File: src/hdl/lcps_pkg.sv
// Shared constants and register map for the LED chain pixel serializer.
package lcps_pkg;

    localparam int CHANNEL_BITS         = 8;
    localparam int PIXEL_BITS           = 3 * CHANNEL_BITS;
    localparam int PRODUCT_BITS         = 3 * CHANNEL_BITS;
    localparam int BITS_LEFT_W          = $clog2(PIXEL_BITS + 1);
    localparam int SCALE_STEPS          = 2 * CHANNEL_BITS;
    localparam int STEP_W               = $clog2(SCALE_STEPS);
    localparam int COUNTER_BITS_DEFAULT = 16;
    localparam int CFG_DATA_BITS        = 16;
    localparam int CFG_INDEX_BITS       = 3;
    localparam int NUM_LANES            = 3;

    // Register indexes on the configuration port
    localparam logic [CFG_INDEX_BITS-1:0] REG_INTERVAL   = 3'd0;
    localparam logic [CFG_INDEX_BITS-1:0] REG_ONE_HIGH   = 3'd1;
    localparam logic [CFG_INDEX_BITS-1:0] REG_ZERO_HIGH  = 3'd2;
    localparam logic [CFG_INDEX_BITS-1:0] REG_LATE_LIMIT = 3'd3;
    localparam logic [CFG_INDEX_BITS-1:0] REG_GREEN_GAIN = 3'd4;
    localparam logic [CFG_INDEX_BITS-1:0] REG_RED_GAIN   = 3'd5;
    localparam logic [CFG_INDEX_BITS-1:0] REG_BLUE_GAIN  = 3'd6;
    localparam logic [CFG_INDEX_BITS-1:0] REG_BRIGHTNESS = 3'd7;

    // Reset values of the registers
    localparam logic [15:0] RST_INTERVAL   = 16'd1200;
    localparam logic [15:0] RST_ONE_HIGH   = 16'd900;
    localparam logic [15:0] RST_ZERO_HIGH  = 16'd300;
    localparam logic [15:0] RST_LATE_LIMIT = 16'd49000;
    localparam logic [CHANNEL_BITS-1:0] RST_GAIN       = 8'd255;
    localparam logic [CHANNEL_BITS-1:0] RST_BRIGHTNESS = 8'd255;

    // Word kinds on the input channel
    localparam logic ACTION_TICK  = 1'b0;
    localparam logic ACTION_PIXEL = 1'b1;

endpackage

File: src/hdl/led_chain_pixel_serializer_core.sv
// Top level of the LED chain pixel serializer: pulse timing, frame control, serial scaling.
//
// Single-wire pulse-width serializer for chained RGB pixels. Each input word is either a
// tick (one bit-clock step: the word's result carries the line level for that step) or a
// pixel offer. Each word produces exactly one result word. A steady tick stream runs at
// one word per cycle while the result side keeps up; the result register lets the next
// word in while the previous result is being taken. An accepted pixel offer is answered
// at once, then the color-correction unit scales green, red and blue in three parallel
// shift-add lanes, one multiplier bit per cycle: first value*gain, then the product times
// brightness. A pixel offer that is taken into the holding slot holds off further words
// until both multiplications are done; offers that are ignored, dropped or that abort a
// frame do not. Configuration writes are registered and are meant for idle periods only.
// COUNTER_BITS sets the width of the bit-period, high-time and idle-gap counters; register
// values are cut or zero-extended to it.
module led_chain_pixel_serializer_core #(
    parameter int COUNTER_BITS = lcps_pkg::COUNTER_BITS_DEFAULT
) (
    input  logic                                  clk,
    input  logic                                  rst_n,

    // configuration write port
    input  logic                                  cfg_write,
    input  logic [lcps_pkg::CFG_INDEX_BITS-1:0]   cfg_index,
    input  logic [lcps_pkg::CFG_DATA_BITS-1:0]    cfg_data,

    // input words
    input  logic                                  in_valid,
    output logic                                  in_ready,
    input  logic                                  action,
    input  logic [lcps_pkg::CHANNEL_BITS-1:0]     green,
    input  logic [lcps_pkg::CHANNEL_BITS-1:0]     red,
    input  logic [lcps_pkg::CHANNEL_BITS-1:0]     blue,
    input  logic                                  last_pixel,

    // result words
    output logic                                  out_valid,
    input  logic                                  out_ready,
    output logic                                  line_level,
    output logic                                  slot_free,
    output logic                                  frame_done,
    output logic                                  frame_aborted
);

    localparam int CW    = COUNTER_BITS;
    localparam int CHB   = lcps_pkg::CHANNEL_BITS;
    localparam int PXB   = lcps_pkg::PIXEL_BITS;
    localparam int PRB   = lcps_pkg::PRODUCT_BITS;
    localparam int BLW   = lcps_pkg::BITS_LEFT_W;
    localparam int SW    = lcps_pkg::STEP_W;
    localparam int LANES = lcps_pkg::NUM_LANES;
    localparam logic [SW-1:0] STEP_MID  = SW'(CHB - 1);
    localparam logic [SW-1:0] STEP_LAST = SW'(lcps_pkg::SCALE_STEPS - 1);

    typedef enum logic {
        ST_IDLE,
        ST_SCALE
    } state_t;

    // configuration registers
    logic [15:0]     interval_reg, one_high_reg, zero_high_reg, late_limit_reg;
    logic [CHB-1:0]  green_gain_reg, red_gain_reg, blue_gain_reg, brightness_reg;

    // frame and pulse state
    state_t          state_reg, state_next;
    logic [PXB-1:0]  held_pixel_reg, held_pixel_next;
    logic            held_full_reg, held_full_next;
    logic            held_last_reg, held_last_next;
    logic [PXB-1:0]  shift_bits_reg, shift_bits_next;
    logic [BLW-1:0]  bits_left_reg, bits_left_next;
    logic [CW-1:0]   period_count_reg, period_count_next;
    logic [CW-1:0]   high_time_reg, high_time_next;
    logic [CW-1:0]   gap_count_reg, gap_count_next;
    logic            frame_active_reg, frame_active_next;
    logic            dropping_reg, dropping_next;

    // result register
    logic            out_valid_reg, out_valid_next;
    logic            level_reg, level_next;
    logic            slot_free_reg, slot_free_next;
    logic            done_reg, done_next;
    logic            aborted_reg, aborted_next;

    // scaling lanes: green, red, blue
    logic [PRB-1:0]  acc_reg    [LANES];
    logic [PRB-1:0]  acc_next   [LANES];
    logic [PRB-1:0]  mcand_reg  [LANES];
    logic [PRB-1:0]  mcand_next [LANES];
    logic [CHB-1:0]  mplier_reg [LANES];
    logic [CHB-1:0]  mplier_next[LANES];
    logic [SW-1:0]   step_reg, step_next;

    logic            take_word;

    assign in_ready  = (state_reg == ST_IDLE) && (!out_valid_reg || out_ready);
    assign take_word = in_valid && in_ready;

    // Configuration writes: no handshake, take data at once.
    always_ff @(posedge clk or negedge rst_n)
    begin
        if (!rst_n)
        begin
            interval_reg   <= lcps_pkg::RST_INTERVAL;
            one_high_reg   <= lcps_pkg::RST_ONE_HIGH;
            zero_high_reg  <= lcps_pkg::RST_ZERO_HIGH;
            late_limit_reg <= lcps_pkg::RST_LATE_LIMIT;
            green_gain_reg <= lcps_pkg::RST_GAIN;
            red_gain_reg   <= lcps_pkg::RST_GAIN;
            blue_gain_reg  <= lcps_pkg::RST_GAIN;
            brightness_reg <= lcps_pkg::RST_BRIGHTNESS;
        end
        else if (cfg_write)
        begin
            case (cfg_index)
                lcps_pkg::REG_INTERVAL:   interval_reg   <= cfg_data;
                lcps_pkg::REG_ONE_HIGH:   one_high_reg   <= cfg_data;
                lcps_pkg::REG_ZERO_HIGH:  zero_high_reg  <= cfg_data;
                lcps_pkg::REG_LATE_LIMIT: late_limit_reg <= cfg_data;
                lcps_pkg::REG_GREEN_GAIN: green_gain_reg <= cfg_data[CHB-1:0];
                lcps_pkg::REG_RED_GAIN:   red_gain_reg   <= cfg_data[CHB-1:0];
                lcps_pkg::REG_BLUE_GAIN:  blue_gain_reg  <= cfg_data[CHB-1:0];
                lcps_pkg::REG_BRIGHTNESS: brightness_reg <= cfg_data[CHB-1:0];
                default: ;
            endcase
        end
    end

    // Word handling and pulse timing.
    always_comb
    begin
        logic [CW-1:0] iv_raw;
        logic [CW-1:0] iv;
        logic [CW-1:0] hi;
        logic [CW-1:0] late_lim;
        logic [CW-1:0] gap_max;

        iv_raw   = CW'(interval_reg);
        iv       = (iv_raw == '0) ? CW'(1) : iv_raw;
        late_lim = CW'(late_limit_reg);
        gap_max  = '1;
        hi       = '0;

        state_next        = state_reg;
        held_pixel_next   = held_pixel_reg;
        held_full_next    = held_full_reg;
        held_last_next    = held_last_reg;
        shift_bits_next   = shift_bits_reg;
        bits_left_next    = bits_left_reg;
        period_count_next = period_count_reg;
        high_time_next    = high_time_reg;
        gap_count_next    = gap_count_reg;
        frame_active_next = frame_active_reg;
        dropping_next     = dropping_reg;

        out_valid_next = out_valid_reg && !out_ready;
        level_next     = level_reg;
        slot_free_next = slot_free_reg;
        done_next      = done_reg;
        aborted_next   = aborted_reg;

        for (int i = 0; i < LANES; i++)
        begin
            acc_next[i]    = acc_reg[i];
            mcand_next[i]  = mcand_reg[i];
            mplier_next[i] = mplier_reg[i];
        end
        step_next = step_reg;

        if (state_reg == ST_SCALE)
        begin
            // One multiplier bit per lane per cycle.
            for (int i = 0; i < LANES; i++)
            begin
                acc_next[i]    = mplier_reg[i][0] ? acc_reg[i] + mcand_reg[i] : acc_reg[i];
                mcand_next[i]  = mcand_reg[i] << 1;
                mplier_next[i] = mplier_reg[i] >> 1;
            end
            step_next = step_reg + SW'(1);
            if (step_reg == STEP_MID)
            begin
                // value*gain is ready: reload to multiply by brightness
                for (int i = 0; i < LANES; i++)
                begin
                    mcand_next[i]  = acc_next[i];
                    acc_next[i]    = '0;
                    mplier_next[i] = brightness_reg;
                end
            end
            if (step_reg == STEP_LAST)
            begin
                held_pixel_next = {acc_next[0][PRB-1 -: CHB],
                                   acc_next[1][PRB-1 -: CHB],
                                   acc_next[2][PRB-1 -: CHB]};
                state_next = ST_IDLE;
            end
        end
        else if (take_word)
        begin
            out_valid_next = 1'b1;
            level_next     = 1'b0;
            done_next      = 1'b0;
            aborted_next   = 1'b0;

            if (action == lcps_pkg::ACTION_PIXEL)
            begin
                if (dropping_reg)
                begin
                    // drop offers up to and including the frame's last one
                    if (last_pixel)
                        dropping_next = 1'b0;
                end
                else if (!held_full_reg && !held_last_reg)
                begin
                    if (frame_active_reg && period_count_reg == '0 &&
                        bits_left_reg == '0 && gap_count_reg > late_lim)
                    begin
                        // late pixel: end the frame with the line low
                        frame_active_next = 1'b0;
                        period_count_next = '0;
                        high_time_next    = '0;
                        gap_count_next    = '0;
                        bits_left_next    = '0;
                        shift_bits_next   = '0;
                        dropping_next     = !last_pixel;
                        aborted_next      = 1'b1;
                    end
                    else
                    begin
                        held_full_next = 1'b1;
                        held_last_next = last_pixel;
                        if (!frame_active_reg)
                        begin
                            // open the frame with one low bit period
                            frame_active_next = 1'b1;
                            period_count_next = iv;
                            high_time_next    = '0;
                            bits_left_next    = '0;
                            gap_count_next    = '0;
                        end
                        acc_next[0]    = '0;
                        acc_next[1]    = '0;
                        acc_next[2]    = '0;
                        mcand_next[0]  = PRB'(green);
                        mcand_next[1]  = PRB'(red);
                        mcand_next[2]  = PRB'(blue);
                        mplier_next[0] = green_gain_reg;
                        mplier_next[1] = red_gain_reg;
                        mplier_next[2] = blue_gain_reg;
                        step_next      = '0;
                        state_next     = ST_SCALE;
                    end
                end
            end
            else if (frame_active_reg)
            begin
                if (period_count_reg == '0)
                begin
                    if (bits_left_reg == '0 && held_full_reg)
                    begin
                        shift_bits_next = held_pixel_reg;
                        bits_left_next  = BLW'(PXB);
                        held_full_next  = 1'b0;
                    end
                    if (bits_left_next != '0)
                    begin
                        hi = shift_bits_next[PXB-1] ? CW'(one_high_reg) : CW'(zero_high_reg);
                        shift_bits_next   = shift_bits_next << 1;
                        bits_left_next    = bits_left_next - BLW'(1);
                        period_count_next = iv;
                        high_time_next    = (hi > iv) ? iv : hi;
                        gap_count_next    = '0;
                    end
                end
                if (period_count_next != '0)
                begin
                    level_next = (high_time_next != '0);
                    if (high_time_next != '0)
                        high_time_next = high_time_next - CW'(1);
                    period_count_next = period_count_next - CW'(1);
                    if (period_count_next == '0 && bits_left_next == '0 && !held_full_next)
                    begin
                        if (held_last_next)
                        begin
                            done_next         = 1'b1;
                            frame_active_next = 1'b0;
                            held_last_next    = 1'b0;
                        end
                        gap_count_next = '0;
                    end
                end
                else if (gap_count_next != gap_max)
                begin
                    // count idle ticks, saturating
                    gap_count_next = gap_count_next + CW'(1);
                end
            end

            slot_free_next = !held_full_next && !held_last_next;
        end
    end

    // State, lanes and result register.
    always_ff @(posedge clk or negedge rst_n)
    begin
        if (!rst_n)
        begin
            state_reg        <= ST_IDLE;
            held_full_reg    <= 1'b0;
            held_last_reg    <= 1'b0;
            shift_bits_reg   <= '0;
            bits_left_reg    <= '0;
            period_count_reg <= '0;
            high_time_reg    <= '0;
            gap_count_reg    <= '0;
            frame_active_reg <= 1'b0;
            dropping_reg     <= 1'b0;
            step_reg         <= '0;
            out_valid_reg    <= 1'b0;
            level_reg        <= 1'b0;
            slot_free_reg    <= 1'b0;
            done_reg         <= 1'b0;
            aborted_reg      <= 1'b0;
        end
        else
        begin
            state_reg        <= state_next;
            held_full_reg    <= held_full_next;
            held_last_reg    <= held_last_next;
            shift_bits_reg   <= shift_bits_next;
            bits_left_reg    <= bits_left_next;
            period_count_reg <= period_count_next;
            high_time_reg    <= high_time_next;
            gap_count_reg    <= gap_count_next;
            frame_active_reg <= frame_active_next;
            dropping_reg     <= dropping_next;
            step_reg         <= step_next;
            out_valid_reg    <= out_valid_next;
            level_reg        <= level_next;
            slot_free_reg    <= slot_free_next;
            done_reg         <= done_next;
            aborted_reg      <= aborted_next;
        end
    end

    // Payload: no reset needed.
    always_ff @(posedge clk)
    begin
        held_pixel_reg <= held_pixel_next;
        for (int i = 0; i < LANES; i++)
        begin
            acc_reg[i]    <= acc_next[i];
            mcand_reg[i]  <= mcand_next[i];
            mplier_reg[i] <= mplier_next[i];
        end
    end

    assign out_valid     = out_valid_reg;
    assign line_level    = level_reg;
    assign slot_free     = slot_free_reg;
    assign frame_done    = done_reg;
    assign frame_aborted = aborted_reg;

endmodule
File: config.mk
export PLATFORM = sky130hd
export DESIGN_NAME = led_chain_pixel_serializer_core
export DESIGN_NICKNAME = d
export VERILOG_FILES = /design/src/hdl/lcps_pkg.sv /design/src/hdl/led_chain_pixel_serializer_core.sv
export SDC_FILE = /design/constraint.sdc
export NUM_CORES = 1
export LEC_CHECK = 0
export BUFFER_PORTS_ARGS = -buffer_cell sky130_fd_sc_hd__buf_4
export CELL_PAD_IN_SITES_DETAIL_PLACEMENT = 0
export CELL_PAD_IN_SITES_GLOBAL_PLACEMENT = 2
export CORE_UTILIZATION = 46
export CTS_BUF_LIST = sky130_fd_sc_hd__clkbuf_4
export CTS_CLUSTER_DIAMETER = 100
export CTS_CLUSTER_SIZE = 30
export DETAILED_ROUTE_END_ITERATION = 10
export PLACE_DENSITY_LB_ADDON = 0.1
export SYNTH_ARGS = -nofsm -noshare
export SYNTH_HDL_FRONTEND = slang
export SYNTH_SLANG_ARGS = --single-unit
File: constraint.sdc
create_clock -name clk -period 13.8 [get_ports clk]
set_input_delay 2.76 -clock clk [delete_from_list [all_inputs] [get_ports clk]]
set_output_delay 2.76 -clock clk [all_outputs]
set_load 0.03 [all_outputs]
==> reports/qor.yml, run 1 <==
clk_latency_ns: 0.89
critPathLaunchType: "register"
num_rows: 82
maxSlewViolCount: 0
cts_resized: 0
max_freq_mhz: 150.3
power.switching_mw: 2.775
fin_cells: 3080
power.share.clock_pct: 8.7
multi_input_area_um2: 12090
globalplace.congestion: 0.9150
synthCells: 2415
dp.final_hpwl_um: 42310
htreeDepth: 1
syn-cell-area_um2: 23380
cts_buffer_depth: 3
root_buffer: "clkbuf_4"
grt_use_met1_pct: 32.02
cts_tree: "done"
drive_gt1_share_pct: 13.67
r2r_cells: 17
cts_setup_buffers: 0
vias_per_cell: 5.871
rsz0062_at_grt: "no"
clkSinkCount: 379
synth_cell_types: 80
maxSlewHeadroom_pct: 22.65
drt_iter0_markers: 1241
tns_ns: 0
pwr-share-comb_pct: 56.2
antenna_found_initial: 1
crit_type: "register to register"
async_flop_share_pct: 49.34
track_usage_pct: 23.89
endpoint_kind: "register"
syn_to_final_growth_pct: 6.069
dp_cells: 3043
finalCritPeriodShare_pct: 48.21
remaining_drc_errors: 0
min_path_type: "register to register"
fin_crit_ns: 6.652
grt_pass1_wl_um: 98380
cts.hold.buffers_added: 0
grt_start_max_net_pins: 80
die_h_um: 227.4
power.density_nw_per_um2: 246.0
p_sw_share_pct: 45.48
numCtsBuffers: 20
fin_nets: 2556
syn_nets: 2578
io_buffers: 55
initial_utilization_pct: 46.60
avgSynthCellArea_um2: 9.680
firstDrtPassIters: 7
drt_wl_total_um: 61040
grt_pass1_vias: 17690
holdPathStages: 2
synth_seq_cells: 379
wl_per_cell_um: 19.82
pwr-share-seq_pct: 35.0
use_met3_pct: 2.155
cts.clk_slew.worst_paths_ns: 0.30
arrival_ns: 7.43
antenna_left: 0
die_x_um: 227.4
via_count: 18080
ys_warn_count: 0
worstPathMaxFanout: 37
core_area_um2: 50170
fillers: 4704
setup_viol: 0
synth_ff_type: "edfxtp_1"
die_area_um2: 51730
status: "finished clean"
busiest_layer: "met2"
cp.required_ns: 14.58
drv_cap: 0
hold_violations: 0
grt_use_met2_pct: 40.34
worstMarginPinSlew_ns: 1.158
ioPinCount: 56
synth_edf_count: 192
overflow: 0
max-vdd-ir-drop_uv: 180.1
regArea_um2: 10520
p_int_mw: 3.326
yosysSeqAreaShare_pct: 44.97
fin_worst_skew_ns: 0.07222
p_leak_nw: 10.12
[power by group through the flow]
stage	clock network (mW)	registers (mW)	logic, mW
2_1_floorplan	0	2.04	2.71
3_3_place_gp	0	2.15	3.38
3_5_place_dp	0	2.16	3.43
4_1_cts	0.563	2.14	3.45
5_1_grt	0.592	2.20	3.88
6_report	0.533	2.14	3.43
[cell usage in the layout, fill, tap and decap left out, types with 16 or more instances in the layout]
master / synthesis / routed
and3_1: 31 / 31
xor2_1: 28 / 28
a22oi_1: 19 / 19
nand2b_1: 34 / 34
dfstp_2: 54 / 54
inv_1: 78 / 77
buf_4: 0 / 89
dfrtp_1: 133 / 131
a211oi_1: 54 / 54
a21oi_1: 211 / 211
mux2i_1: 72 / 72
clkbuf_4: 0 / 24
mux2_2: 106 / 106
o21a_1: 20 / 20
ha_1: 110 / 110
o211ai_1: 19 / 19
a21o_1: 44 / 44
nand3_1: 63 / 63
xnor2_1: 45 / 45
nor4_1: 26 / 26
a31oi_1: 29 / 29
edfxtp_1: 192 / 192
nor2_1: 272 / 269
o31ai_1: 30 / 29
a311oi_1: 16 / 16
and2_1: 19 / 19
nor3_1: 45 / 44
nor2b_1: 17 / 17
o21ai_0: 142 / 142
nand2_1: 174 / 173
[synth_stat cells, types with 20 or more instances]
library cell / instances / share of area, %
a211oi_1: 54 / 1.7
a21o_1: 44 / 1.4
a21oi_1: 211 / 4.5
a31oi_1: 29 / 0.78
and3_1: 31 / 0.83
clkbuf_1: 111 / 1.8
dfrtp_1: 133 / 14
dfstp_2: 54 / 6.1
edfxtp_1: 192 / 25
ha_1: 110 / 5.9
inv_1: 78 / 1.3
mux2_2: 106 / 5.1
mux2i_1: 72 / 3.1
nand2_1: 174 / 2.8
nand2b_1: 34 / 0.91
nand3_1: 63 / 1.3
nor2_1: 272 / 4.4
nor3_1: 45 / 0.96
nor4_1: 26 / 0.70
o21a_1: 20 / 0.64
o21ai_0: 142 / 3.0
o31ai_1: 30 / 0.96
xnor2_1: 45 / 1.7
xor2_1: 28 / 1.0
[path summary, 6_finish.rpt]
| check | endpoint | startpoint | slack (ns) |
|---|---|---|---|
| worst max-delay path | high_time_reg[2]$_DFFE_PN0P_ | bits_left_reg[0]$_DFFE_PN0P_ | 7.15 |
| worst max register to register | high_time_reg[2]$_DFFE_PN0P_ | bits_left_reg[0]$_DFFE_PN0P_ | 7.15 |
| worst min register to register | high_time_reg[10]$_DFFE_PN0P_ | high_time_reg[10]$_DFFE_PN0P_ | 0.52 |
| max in group asynchronous | one_high_reg[4]$_DFFE_PN0P_ | rst_n | 10.66 |
| min in group asynchronous | period_count_reg[1]$_DFFE_PN0P_ | rst_n | 1.82 |
| worst min-delay path | high_time_reg[10]$_DFFE_PN0P_ | high_time_reg[10]$_DFFE_PN0P_ | 0.52 |
[area by class of cell]
type | count | area share [%]
inverters | 80 | 1.211
diodes | 1 | 0.01009
clock inverters | 12 | 0.7417
clock buffers | 24 | 0.7266
flip-flops and latches | 379 | 42.42
multi-input cells | 1822 | 48.75
repair buffers | 90 | 2.750
well taps | 672 | 3.391
[metal layers]
metal	share of wire [%]	wire length, µm
met1	46	28060
met2	47	28880
met3	3.0	1814
met4	3.7	2285
met5	0	0
[stage by stage]
step                      worst slack [ns]  area [µm²]  hold slack [ns]  total power [mW]  utilization [%]
after global placement               7.198       24430           0.4662             5.533            48.69
after global routing                 6.743       24800           0.5498             6.671            49.42
after floorplan                      7.173       23380           0.4418             4.753                -
final                                7.148       24800           0.5184             6.101            49.42
after CTS                            7.179       24790           0.5238             6.150            49.42
after detailed placement             7.030       24430           0.4740             5.595            48.69
[cells by family after synthesis]
logic type                 count (synthesis)  synth area share [%]
AOI/OAI and AO/OA                        698                 19.08
xor gates and xnor gates                  73                 2.735
adders and majority gates                113                 6.144
buffers and inverters                    214                 3.554
DFF                                      379                 44.97
muxes                                    178                 8.189
and+or+nand+nor                          760                 15.33
[critical path: stages (launching register included)]
cell	delay (ns)
dfrtp_1	0.49
inv_1	0.13
ha_1	0.28
or4b_2	0.85
buf_4	0.35
a211o_1	0.28
nand2_1	0.12
ha_1	0.17
nand4_1	0.15
or4_1	0.76
a21o_1	0.42
a31oi_1	0.48
mux2_2	0.41
or4_4	0.55
or4_4	0.61
nor2_1	0.15
nor3_1	0.06
a221o_1	0.26
No activity file was read; power rests on OpenSTA's default activity.
==> inputs of run 2 (changes only) <==
Settings changed: CORE_UTILIZATION 46 to 39.
Clock period 13.8 ns to 5.9 ns, I/O delays scaled along.
==> reports/qor.yml, run 2 (synthesis results as in run 1) <==
die_x_um: 246.8
grt_pass1_vias: 18160
critPathLaunchType: "register"
rsz0062_at_grt: "no"
ioPinCount: 56
maxSlewHeadroom_pct: 22.30
cts.hold.buffers_added: 0
io_buffers: 55
p_leak_nw: 10.30
maxSlewViolCount: 0
core_area_um2: 59130
worstPathMaxFanout: 11
drive_gt1_share_pct: 15.16
dp_cells: 3171
die_h_um: 246.8
vias_per_cell: 5.702
drt_wl_total_um: 65850
setup_viol: 0
cts_buffer_depth: 3
fin_nets: 2586
layout_commonest_cell: "nor2_1"
dp.final_hpwl_um: 45270
drv_cap: 0
numCtsBuffers: 23
power.density_nw_per_um2: 577.3
cp.required_ns: 6.72
endpoint_kind: "register"
cts_setup_buffers: 0
globalplace.congestion: 0.8723
fin_worst_skew_ns: 0.1066
syn_to_final_growth_pct: 8.226
worstMarginPinSlew_ns: 1.161
violations: "design-rule violations"
hold_ws_ns: 0.2646
clk_latency_ns: 0.92
remaining_drc_errors: 4
status: "complete, but fails checks"
hold_violations: 0
htreeDepth: 1
pre_cts_slack_ns: 0.1125
cts.clk_slew.worst_paths_ns: 0.25
fin_area_um2: 25300
arrival_ns: 6.45
track_usage_pct: 21.74
max_freq_mhz: 177.5
wl_per_cell_um: 20.49
initial_utilization_pct: 39.54
num_rows: 89
cts_resized: 0
drt_iter0_markers: 1181
die_area_um2: 60930
crit_type: "register to register"
fillers: 5805
fin_cells: 3214
final_cell_mix: "nor2_1 (269), a21oi_1 (211), edfxtp_1 (192)"
tns_ns: 0
root_buffer: "clkbuf_4"
antenna_left: 0
antenna_found_initial: 1
via_count: 18330
fin_crit_ns: 5.634
grt_pass1_wl_um: 104700
min_path_type: "input pin to async pin"
finalCritPeriodShare_pct: 95.49
firstDrtPassIters: 9
placed_cell_area_um2: 24820
clkSinkCount: 379
setup_ws_ns: 0.2664
cts_tree: "done"
overflow: 0
grt_start_max_net_pins: 144
max-vdd-ir-drop_uv: 344.8
==> run 2: layout make-up <==
class                      count  area [µm²]  area share, %
tap                          773       967.2          3.823
clock buffer                  26       195.2         0.7715
sequential                   379       10520          41.57
multi-input combinational   1822       12130          47.96
timing repair buffer         117       947.2          3.744
clock inverter                16       236.5         0.9347
antenna                        1       2.502       0.009891
inverter                      80       300.3          1.187
==> run 2: path summary, 6_finish.rpt <==
check / slack, ns / startpoint / endpoint / cells past startpoint
min in group clk: 0.44 / last_pixel / dropping_reg$_DFFE_PN0P_ / 2
hold reg to reg: 0.52 / shift_bits_reg[0]$_DFFE_PN0P_ / shift_bits_reg[0]$_DFFE_PN0P_ / 1
setup / recovery: 0.27 / bits_left_reg[0]$_DFFE_PN0P_ / high_time_reg[2]$_DFFE_PN0P_ / 17
setup reg to reg: 0.27 / bits_left_reg[0]$_DFFE_PN0P_ / high_time_reg[2]$_DFFE_PN0P_ / 17
max in group asynchronous: 4.50 / rst_n / red_gain_reg[4]$_DFFE_PN1P_ / 2
hold / removal: 0.26 / rst_n / gap_count_reg[14]$_DFFE_PN0P_ / 1
==> run 2: metrics by stage <==
| stage | utilization [%] | total power, mW |
|---|---|---|
| 6_report | 42.79 | 14.60 |
| 5_1_grt | 42.79 | 15.96 |
| 4_1_cts | 42.71 | 14.73 |
| 3_5_place_dp | 41.98 | 13.31 |
| 3_3_place_gp | 41.98 | 13.21 |
| 2_1_floorplan | - | 11.12 |
==> run 2: layer usage <==
metal / track usage, % / part of all wire [%] / vias to the layer above
met5: 0 / 0 / -
li1: - / - / 8956
met1: 30.08 / 47 / 8938
met2: 35.93 / 47 / 339
met3: 1.812 / 3.0 / 94
met4: 6.826 / 3.2 / 0
==> run 2: critical path, cell delays in order (launching register included) <==
cell and delay (ns):
dfrtp_1 0.47, inv_1 0.13, ha_2 0.24, nor4b_4 0.34, and3_1 0.23, or2_4 0.18, mux2_2 0.37, ha_1 0.32
nand4_1 0.14, or4_1 0.60, a21o_4 0.24, a31o_1 0.27, a311o_1 0.37, or4_4 0.58, or4_4 0.61, nor2_1 0.14
nor3_1 0.06, a221o_1 0.27
==> run 2: report_power, final <==
part           total [mW]  internal, mW  switching, mW
sequential           5.00          4.25          0.744
clock                1.34         0.298           1.04
combinational        8.27          3.33           4.93
total                14.6          7.88           6.72
